--- config.mk ---
export PLATFORM = sky130hd
export DESIGN_NAME = dual_encoder_wrap_tuner_top
export DESIGN_NICKNAME = d
export VERILOG_FILES = /design/src/rtl/core/dwt_pkg.sv /design/src/rtl/core/dwt_enc_step.sv /design/src/rtl/core/dual_encoder_wrap_tuner_top.sv
export VERILOG_INCLUDE_DIRS = /design/src /design/src/rtl/core
export SDC_FILE = /design/constraint.sdc
export NUM_CORES = 1
export LEC_CHECK = 0
export BUFFER_PORTS_ARGS = -buffer_cell sky130_fd_sc_hd__buf_2
export CAP_MARGIN = 5
export CORE_AREA = 5 5 104 106
export DETAILED_ROUTE_END_ITERATION = 10
export DIE_AREA = 0 0 109 111
export GPL_TIMING_DRIVEN = 1
export PLACE_DENSITY = 0.81
export SETUP_SLACK_MARGIN = 0.02
export SLEW_MARGIN = 15
export SYNTH_ARGS = -nofsm -noshare
export SYNTH_HDL_FRONTEND = slang
export SYNTH_HIERARCHICAL = 1
export SYNTH_SLANG_ARGS = --single-unit
--- constraint.sdc ---
create_clock -name clk -period 3.7 [get_ports clk]
set_clock_uncertainty 0.2 [all_clocks]
set_input_delay 0.925 -clock clk [delete_from_list [all_inputs] [get_ports clk]]
set_output_delay 0.925 -clock clk [all_outputs]
set_load 0.005 [all_outputs]
--- src/rtl/core/dual_encoder_wrap_tuner_top_assert.svh ---
// assertion macros for the dual encoder wrap tuner
// expects clk and arst_n in the scope of every use
`ifndef DUAL_ENCODER_WRAP_TUNER_TOP_ASSERT_SVH
`define DUAL_ENCODER_WRAP_TUNER_TOP_ASSERT_SVH

// same-cycle implication, checked out of reset
`define DWT_ASSERT_IMP(lbl, ante, cons, msg) \
	lbl: assert property (@(posedge clk) disable iff (!arst_n) (ante) |-> (cons)) \
		else $error(msg);

// next-cycle implication, checked out of reset
`define DWT_ASSERT_NXT(lbl, ante, cons, msg) \
	lbl: assert property (@(posedge clk) disable iff (!arst_n) (ante) |=> (cons)) \
		else $error(msg);

`endif

--- src/rtl/core/dwt_pkg.sv ---
// shared types and constants for the dual encoder wrap tuner
// no dependencies
`timescale 1ns / 1ps
`default_nettype none

package dwt_pkg;

	localparam logic [7:0] COARSE_MIN = 8'd10;
	localparam logic [7:0] COARSE_MAX = 8'd179;
	localparam logic [6:0] FINE_MIN   = 7'd0;
	localparam logic [6:0] FINE_MAX   = 7'd99;
	localparam logic [7:0] HUNDRED    = 8'd100;

	localparam logic [7:0] LEFT_COARSE_RST  = 8'd34;
	localparam logic [7:0] RIGHT_COARSE_RST = 8'd38;
	localparam logic [6:0] FINE_RST         = 7'd1;

	localparam int LEFT_A_BIT  = 0;
	localparam int LEFT_B_BIT  = 1;
	localparam int RIGHT_A_BIT = 2;
	localparam int RIGHT_B_BIT = 3;

	// counter pair of one encoder
	typedef struct packed {
		logic [7:0] coarse;
		logic [6:0] fine;
	} enc_cnt_t;

	// display view of one coarse counter
	typedef struct packed {
		logic       hundred;
		logic [6:0] low_digits;
	} enc_disp_t;

endpackage

`default_nettype wire

--- src/rtl/core/dwt_enc_step.sv ---
// one encoder step: counter update and coarse display digits
// depends on dwt_pkg
`timescale 1ns / 1ps
`default_nettype none

module dwt_enc_step (
	input  wire logic              a_changed,
	input  wire logic              a_pin,
	input  wire logic              b_pin,
	input  wire logic              fine_select,
	input  wire dwt_pkg::enc_cnt_t cnt,
	output dwt_pkg::enc_cnt_t      cnt_next,
	output dwt_pkg::enc_disp_t     disp_next
);

	logic       act;
	logic [7:0] coarse_mv;
	logic [6:0] fine_mv;
	logic [7:0] coarse_less;

	assign act = a_changed & a_pin;

	always_comb begin
		if (b_pin) begin
			coarse_mv = (cnt.coarse == dwt_pkg::COARSE_MAX) ? dwt_pkg::COARSE_MIN
				: cnt.coarse + 8'd1;
			fine_mv   = (cnt.fine == dwt_pkg::FINE_MAX) ? dwt_pkg::FINE_MIN
				: cnt.fine + 7'd1;
		end else begin
			coarse_mv = (cnt.coarse == dwt_pkg::COARSE_MIN) ? dwt_pkg::COARSE_MAX
				: cnt.coarse - 8'd1;
			fine_mv   = (cnt.fine == dwt_pkg::FINE_MIN) ? dwt_pkg::FINE_MAX
				: cnt.fine - 7'd1;
		end
	end

	always_comb begin
		cnt_next = cnt;
		if (act && fine_select) begin
			cnt_next.fine = fine_mv;
		end else if (act) begin
			cnt_next.coarse = coarse_mv;
		end
	end

	// display digits follow the updated coarse count
	always_comb begin
		disp_next.hundred = (cnt_next.coarse >= dwt_pkg::HUNDRED);
		coarse_less       = cnt_next.coarse - dwt_pkg::HUNDRED;
		disp_next.low_digits = disp_next.hundred ? coarse_less[6:0] : cnt_next.coarse[6:0];
	end

endmodule

`default_nettype wire

--- src/rtl/core/dual_encoder_wrap_tuner_top.sv ---
// top level of the dual encoder wrap tuner: input register, state, result register
// depends on dwt_pkg, dwt_enc_step and dual_encoder_wrap_tuner_top_assert.svh
//
// channel | direction | handshake          | payload
// in      | sink      | in_valid/in_stall  | pin_sample, left/right_fine_select
// out     | source    | out_valid/out_stall| coarse, fine, hundred flags, low digits
//
// one word per cycle sustained while out_stall is low; an accepted word passes two registers, input then result
// the rate is set by the combinational counter update between input and result register
// arst_n clears pin history to zero and loads counters with their start values
// out_stall holds the result register; one more input word is taken into the
// input register, then in_stall rises until the result moves on
`timescale 1ns / 1ps
`default_nettype none

module dual_encoder_wrap_tuner_top (
	input  wire logic       clk,
	input  wire logic       arst_n,
	input  wire logic       in_valid,
	output logic            in_stall,
	input  wire logic [3:0] pin_sample,
	input  wire logic       left_fine_select,
	input  wire logic       right_fine_select,
	output logic            out_valid,
	input  wire logic       out_stall,
	output logic [7:0]      left_coarse_value,
	output logic [7:0]      right_coarse_value,
	output logic [6:0]      left_fine_value,
	output logic [6:0]      right_fine_value,
	output logic            left_hundred_flag,
	output logic            right_hundred_flag,
	output logic [6:0]      left_low_digits,
	output logic [6:0]      right_low_digits
);

	logic       valid_s1;
	logic [3:0] pins_s1;
	logic       lfine_s1;
	logic       rfine_s1;

	logic [3:0]        prior_pins_q;
	dwt_pkg::enc_cnt_t left_cnt_q;
	dwt_pkg::enc_cnt_t right_cnt_q;

	logic               valid_s2;
	dwt_pkg::enc_cnt_t  left_cnt_s2;
	dwt_pkg::enc_cnt_t  right_cnt_s2;
	dwt_pkg::enc_disp_t left_disp_s2;
	dwt_pkg::enc_disp_t right_disp_s2;

	logic               out_free;
	logic               advance;
	logic               in_take;
	logic [3:0]         changed;
	dwt_pkg::enc_cnt_t  left_cnt_next;
	dwt_pkg::enc_cnt_t  right_cnt_next;
	dwt_pkg::enc_disp_t left_disp_next;
	dwt_pkg::enc_disp_t right_disp_next;

	assign out_free = !valid_s2 || !out_stall;
	assign advance  = valid_s1 && out_free;
	assign in_stall = valid_s1 && !out_free;
	assign in_take  = in_valid && !in_stall;
	assign changed  = pins_s1 ^ prior_pins_q;

	dwt_enc_step u_left (
		.a_changed   (changed[dwt_pkg::LEFT_A_BIT]),
		.a_pin       (pins_s1[dwt_pkg::LEFT_A_BIT]),
		.b_pin       (pins_s1[dwt_pkg::LEFT_B_BIT]),
		.fine_select (lfine_s1),
		.cnt         (left_cnt_q),
		.cnt_next    (left_cnt_next),
		.disp_next   (left_disp_next)
	);

	dwt_enc_step u_right (
		.a_changed   (changed[dwt_pkg::RIGHT_A_BIT]),
		.a_pin       (pins_s1[dwt_pkg::RIGHT_A_BIT]),
		.b_pin       (pins_s1[dwt_pkg::RIGHT_B_BIT]),
		.fine_select (rfine_s1),
		.cnt         (right_cnt_q),
		.cnt_next    (right_cnt_next),
		.disp_next   (right_disp_next)
	);

	// input register
	always_ff @(posedge clk or negedge arst_n) begin
		if (!arst_n) begin
			valid_s1 <= 1'b0;
		end else if (in_take) begin
			valid_s1 <= 1'b1;
		end else if (advance) begin
			valid_s1 <= 1'b0;
		end
	end

	always_ff @(posedge clk) begin
		if (in_take) begin
			pins_s1  <= pin_sample;
			lfine_s1 <= left_fine_select;
			rfine_s1 <= right_fine_select;
		end
	end

	// encoder state, moves once per word leaving the input register
	always_ff @(posedge clk or negedge arst_n) begin
		if (!arst_n) begin
			prior_pins_q       <= '0;
			left_cnt_q.coarse  <= dwt_pkg::LEFT_COARSE_RST;
			left_cnt_q.fine    <= dwt_pkg::FINE_RST;
			right_cnt_q.coarse <= dwt_pkg::RIGHT_COARSE_RST;
			right_cnt_q.fine   <= dwt_pkg::FINE_RST;
		end else if (advance) begin
			// b-only changes leave the stored sample alone
			if (changed[dwt_pkg::LEFT_A_BIT] || changed[dwt_pkg::RIGHT_A_BIT]) begin
				prior_pins_q <= pins_s1;
			end
			left_cnt_q  <= left_cnt_next;
			right_cnt_q <= right_cnt_next;
		end
	end

	// result register
	always_ff @(posedge clk or negedge arst_n) begin
		if (!arst_n) begin
			valid_s2 <= 1'b0;
		end else if (out_free) begin
			valid_s2 <= valid_s1;
		end
	end

	always_ff @(posedge clk) begin
		if (advance) begin
			left_cnt_s2   <= left_cnt_next;
			right_cnt_s2  <= right_cnt_next;
			left_disp_s2  <= left_disp_next;
			right_disp_s2 <= right_disp_next;
		end
	end

	assign out_valid          = valid_s2;
	assign left_coarse_value  = left_cnt_s2.coarse;
	assign right_coarse_value = right_cnt_s2.coarse;
	assign left_fine_value    = left_cnt_s2.fine;
	assign right_fine_value   = right_cnt_s2.fine;
	assign left_hundred_flag  = left_disp_s2.hundred;
	assign right_hundred_flag = right_disp_s2.hundred;
	assign left_low_digits    = left_disp_s2.low_digits;
	assign right_low_digits   = right_disp_s2.low_digits;

`include "dual_encoder_wrap_tuner_top_assert.svh"

	`DWT_ASSERT_NXT(a_adv_fills_out, advance, valid_s2, "result register not loaded")
	`DWT_ASSERT_NXT(a_hold_state, !advance, $stable(left_cnt_q) && $stable(right_cnt_q),
		"counters moved without a word")
	`DWT_ASSERT_NXT(a_drain, valid_s2 && !out_stall && !valid_s1, !valid_s2,
		"result word repeated")
	`DWT_ASSERT_IMP(a_coarse_range, 1'b1,
		left_cnt_q.coarse >= dwt_pkg::COARSE_MIN && left_cnt_q.coarse <= dwt_pkg::COARSE_MAX
		&& right_cnt_q.coarse >= dwt_pkg::COARSE_MIN
		&& right_cnt_q.coarse <= dwt_pkg::COARSE_MAX, "coarse counter out of range")
	`DWT_ASSERT_IMP(a_fine_range, 1'b1,
		left_cnt_q.fine <= dwt_pkg::FINE_MAX && right_cnt_q.fine <= dwt_pkg::FINE_MAX,
		"fine counter out of range")

endmodule

`default_nettype wire

Yosys cells after proc, flatten, opt, wreduce, memory -nomap -nowiden

Cells that the tools add are included.

Flip-flop bits (word level): 87
Bits of input ports: 10
Output and inout port bits: 48
Logic and storage cells: 76

$add $sub $neg: 10
Order comparisons: 2
Eq/ne operators: 6
Muxes and demuxes: 22
Bitwise gates (word level): 3
Reduce and logical (&&, ||, !) cells: 15

Operator list:

| operator            | count |
|---|---|
| $mux 8              | 10 |
| $mux 7              | 10 |
| $add 8x1->8 const B | 2 |
| $eq 8x4->1 const B  | 2 |
| $eq 8x8->1 const B  | 2 |
| $ge 8x7->1 const B  | 2 |
| $sub 8x1->8 const B | 2 |
| $add 7x1->7 const B | 2 |
| $eq 7x7->1 const B  | 2 |
| $logic_not 7->1     | 2 |
| $sub 7x1->7 const B | 2 |
| $sub 7x7->7 const B | 2 |
| $logic_and 1x1->1   | 5 |
| $logic_not 1->1     | 4 |
| $xor 3x3->3         | 1 |
| $and 1x1->1         | 2 |
| $logic_or 1x1->1    | 2 |
| $mux 1              | 2 |
| $reduce_and 2->1    | 1 |
| $reduce_bool 2->1   | 1 |

Depth between registers and ports, before layout

Depth in word-level cells: 7
Depth in mapped cells: 14
Depth with buffers taken out: 13

Modules after synthesis

The synthesis kept the hierarchy.

By module, submodules not included:

| module                      | instances | cells an instance | area an instance (sq um) | seq. area each (sq um) |
|---|---|---|---|---|
| dual_encoder_wrap_tuner_top | 1         | 129               | 2,880.3                  | 2,421.1 |
| dwt_enc_step                | 2         | 184               | 1,251.2                  | 0.0 |

Worst setup path before layout

Ideal clock, no wire load.

Path kind: register to register
Start: reg left_cnt_q[8] (netlist name)
End: reg left_disp_s2, in the netlist left_low_digits[2], data pin
Setup time: 0.266 ns
Arrival: 2.692 ns
Data required time: 3.234 ns
Path slack: 0.543 ns
Cell stages (with the launch flop): 12
Path buffers: 1
Clock period less this slack: 3.157 ns
Path through: dfstp_2 ha_1 clkbuf_1 and4_1 a21oi_1 a21o_1 a22oi_1 ha_1 o311ai_1 a311oi_2 o31ai_4 xnor2_1

RTL lines:

| what                   | line                               | RTL |
|---|---|---|
| from (decl)            | dual_encoder_wrap_tuner_top.sv:42  | `dwt_pkg::enc_cnt_t left_cnt_q;` |
| from (signal assigned) | dual_encoder_wrap_tuner_top.sv:118 | `left_cnt_q <= left_cnt_next;` |
| to (signal assigned)   | dual_encoder_wrap_tuner_top.sv:136 | `left_disp_s2 <= left_disp_next;` |
| to (decl)              | dual_encoder_wrap_tuner_top.sv:48  | `dwt_pkg::enc_disp_t left_disp_s2;` |

==> reports/metrics.cfg <==
[setup_path]
worst-path-max-fanout=10
path_delay_family=compound AO/OA/AOI/OAI gates
path_common_cell=ha_1
cp-start-kind=flop
cp_data_arrival_time_ns=3.34
worstSetupPathType=reg -> reg
rr_worst_depth=11
cp_num_buf_inv=0
cpPeakStageDelay_ns=0.63
cp.depth=11
worstPathCellList=ha_1, and4_1, a21oi_1, a21o_1, a22oi_1, ha_1, o311ai_1, a311oi_2, o31ai_4, nand2_2, xnor2_1
end_kind=flop
slowest_stage=dfstp_2
required_ns=3.62

[synth]
synth_area_mm2=0.00538
synth_top_cell_by_area=edfxtp_1
synthCells=497
ys_async_sr_fraction_pct=39.5
synth-edff-count=52
avgSynthCellArea_um2=10.8
ys_types=68
synth_seq_cells=86
synth_top_area_share_pct=29.0
ys.flop_type=edfxtp_1
synth_area_leaders=edfxtp_1, dfrtp_1, mux2_2
syn-num-nets=521
yosys_warnings=6
synth-seq-area-share_pct=45.0

[place]
dp_hpwl_um=8270
gp_congestion=0.933
port_buffers=57

[route]
vias_per_cell=6.25
wl_um=12000
dr_total_vias=4247
drt_iter0_markers=253
ant_nets=0
remaining_drc_errors=0
wl_per_cell_um=17.6
dr.pass1.iters=8

[timing]
min_period_ns=3.42
setup_violations=0
fin_crit_sh_pct=92.3
drv_slew=0
tns_ns=0
relSlewSlack_pct=42.8
hold_viol=0
rsz0062_at_grt=false
fmax_mhz=293
worst_slew_pin_slew_ns=0.858

[clock_network]
hold_buffers=0
clk_path_buf_depth=2
htree_levels=3
clkLatencyLatePin_ns=0.37
cts-root-buf=clkbuf_8
cts_buffers=9
clk_pin_slew_worst_paths_ns=0.09
cts_tree=yes
clock-sinks=86

[floorplanning]
die_x_um=109
initial_core_util_pct=55.6
core-area_mm2=0.00968
die_h_um=111
dieArea_mm2=0.0121
fp-row-count=36
ios=58

[global_routing]
grt_use_total_pct=20.5
grt-ovfl-total=0
antenna_found_initial=0
grt_pass1_vias=4005
grt_max_degree=59
grt_pass1_wl_um=20200

[final_layout]
drive_gt1_share_pct=29.4
register_area_mm2=0.00242
multi_input_area_mm2=0.00261
nFillCells=783
layout.nets=566
num_antenna_cells=0
area_delta_synth_final_pct=11.0

[run_status]
status=completed

[job]
cap_violations=0

[min_path]
hp-class=reg -> reg
holdPathStages=1

[power_and_ir_drop]
totalPowerFinal_mw=4.66
p_per_area_mw_per_mm2=779
vdd_drop_max_mv=0.390
leakage_nw=2.30

state kept, by name, indices dropped and copies added, names as in the netlist:
signal              cells
right_fine_value        7
out_valid               1
right_coarse_value      8
right_cnt_q            15
left_fine_value         7
left_hundred_flag       1
valid_s1                1
left_coarse_value       8
right_low_digits        7
lfine_s1                1
left_cnt_q             15
left_low_digits         7
pins_s1                 4
right_hundred_flag      1
rfine_s1                1
prior_pins_q            2
what timing repair did:
action                                 in CTS  in global routing
setup buffers                               0                  0
setup endpoints to repair                   0                  4
endpoints found under the hold margin       0                  0
gates resized for setup                     0                  1
final cells by class:
cell class | instances | area share, %
repair buffers | 75 | 7.04
multi-input cells | 339 | 43.6
inverters | 31 | 1.95
clock buffers | 9 | 2.07
well taps | 133 | 2.79
clock inverters | 7 | 2.01
flip-flops and latches | 86 | 40.5
power by group:
group          total (mW)  internal (mW)  switching, mW
registers            1.84           1.44          0.398
clock network       0.806          0.452          0.355
logic                2.01          0.924           1.09
cells in the mapped netlist (6+ instances only):
library cell / number
a211oi_1: 6
a21oi_1: 24
a2bb2oi_1: 6
a31oi_1: 10
a32oi_1: 6
buf_2: 6
buf_6: 9
clkbuf_1: 20
dfrtp_1: 27
dfstp_2: 7
edfxtp_1: 52
ha_1: 14
inv_1: 29
mux2_2: 33
mux2i_1: 6
nand2_1: 18
nand2b_1: 7
nand3_1: 19
nand4_1: 6
nor2_1: 24
nor3_1: 24
o2111ai_1: 6
o21ai_0: 16
o31ai_1: 8
or3_1: 6
xnor2_1: 6
xor2_1: 6
cell usage in the layout (no fill, tap or decap), types with 19 or more instances in the layout:
master    synthesis  layout
nor2_1           24      24
mux2_2           33      33
nand3_1          19      19
inv_1            29      29
a21oi_1          24      24
dfrtp_1          27      27
nor3_1           24      23
edfxtp_1         52      52
buf_2             6      57
through the flow:
step                setup WS, ns  utilization, %  hold WS, ns  instance area [um^2]  cells
detailed placement         0.289            59.1        0.296                  5730    664
finish                     0.284            61.7        0.308                  5970    680
global placement           0.381            59.1        0.258                  5730    664
CTS                        0.236            61.6        0.309                  5970    680
floorplan                  0.543               -        0.251                  5380    497
global route              0.0626            61.7        0.333                  5970    680
path summary, 6_finish.rpt:
| check | startpoint | to | slack, ns |
|---|---|---|---|
| worst max-delay path | right_cnt_q[8] | right_low_digits[4] | 0.28 |
| worst min-delay path | valid_s1 | out_valid | 0.31 |
| worst max register to register | right_cnt_q[8] | right_low_digits[4] | 0.28 |
| worst min register to register | valid_s1 | out_valid | 0.31 |
| max in group asynchronous | arst_n | right_cnt_q[6] | 2.30 |
| min in group asynchronous | arst_n | left_cnt_q[13] | 0.46 |
kinds of logic after synthesis:
| kind of cell | synth area share (%) |
|---|---|
| fa+ha+maj | 3.25 |
| flops | 45.0 |
| mux | 8.23 |
| xor+xnor | 1.95 |
| compound gates | 18.4 |
| simple gates | 16.5 |
| buf+inv | 6.69 |
worst reg2reg max path, delay by kind of cell (launching register included):
family	cells	cell delay, ns
adder cells (fa/ha/maj)	2	0.63
XOR/XNOR	1	0.06
flip-flops	1	0.63
AND/OR/NAND/NOR	2	0.37
AO/OA/AOI/OAI	6	1.27
layer usage:
metal	wire length, um	part of all wire (%)	up-vias	GRT usage (%)
met4	288	2.4	0	8.16
met3	718	6.0	22	2.74
met1	5020	42	2071	27.5
met2	5970	50	160	33.3
met5	0	0	-	0
li1	-	-	1994	-
No activity file was read; power rests on OpenSTA's default activity.
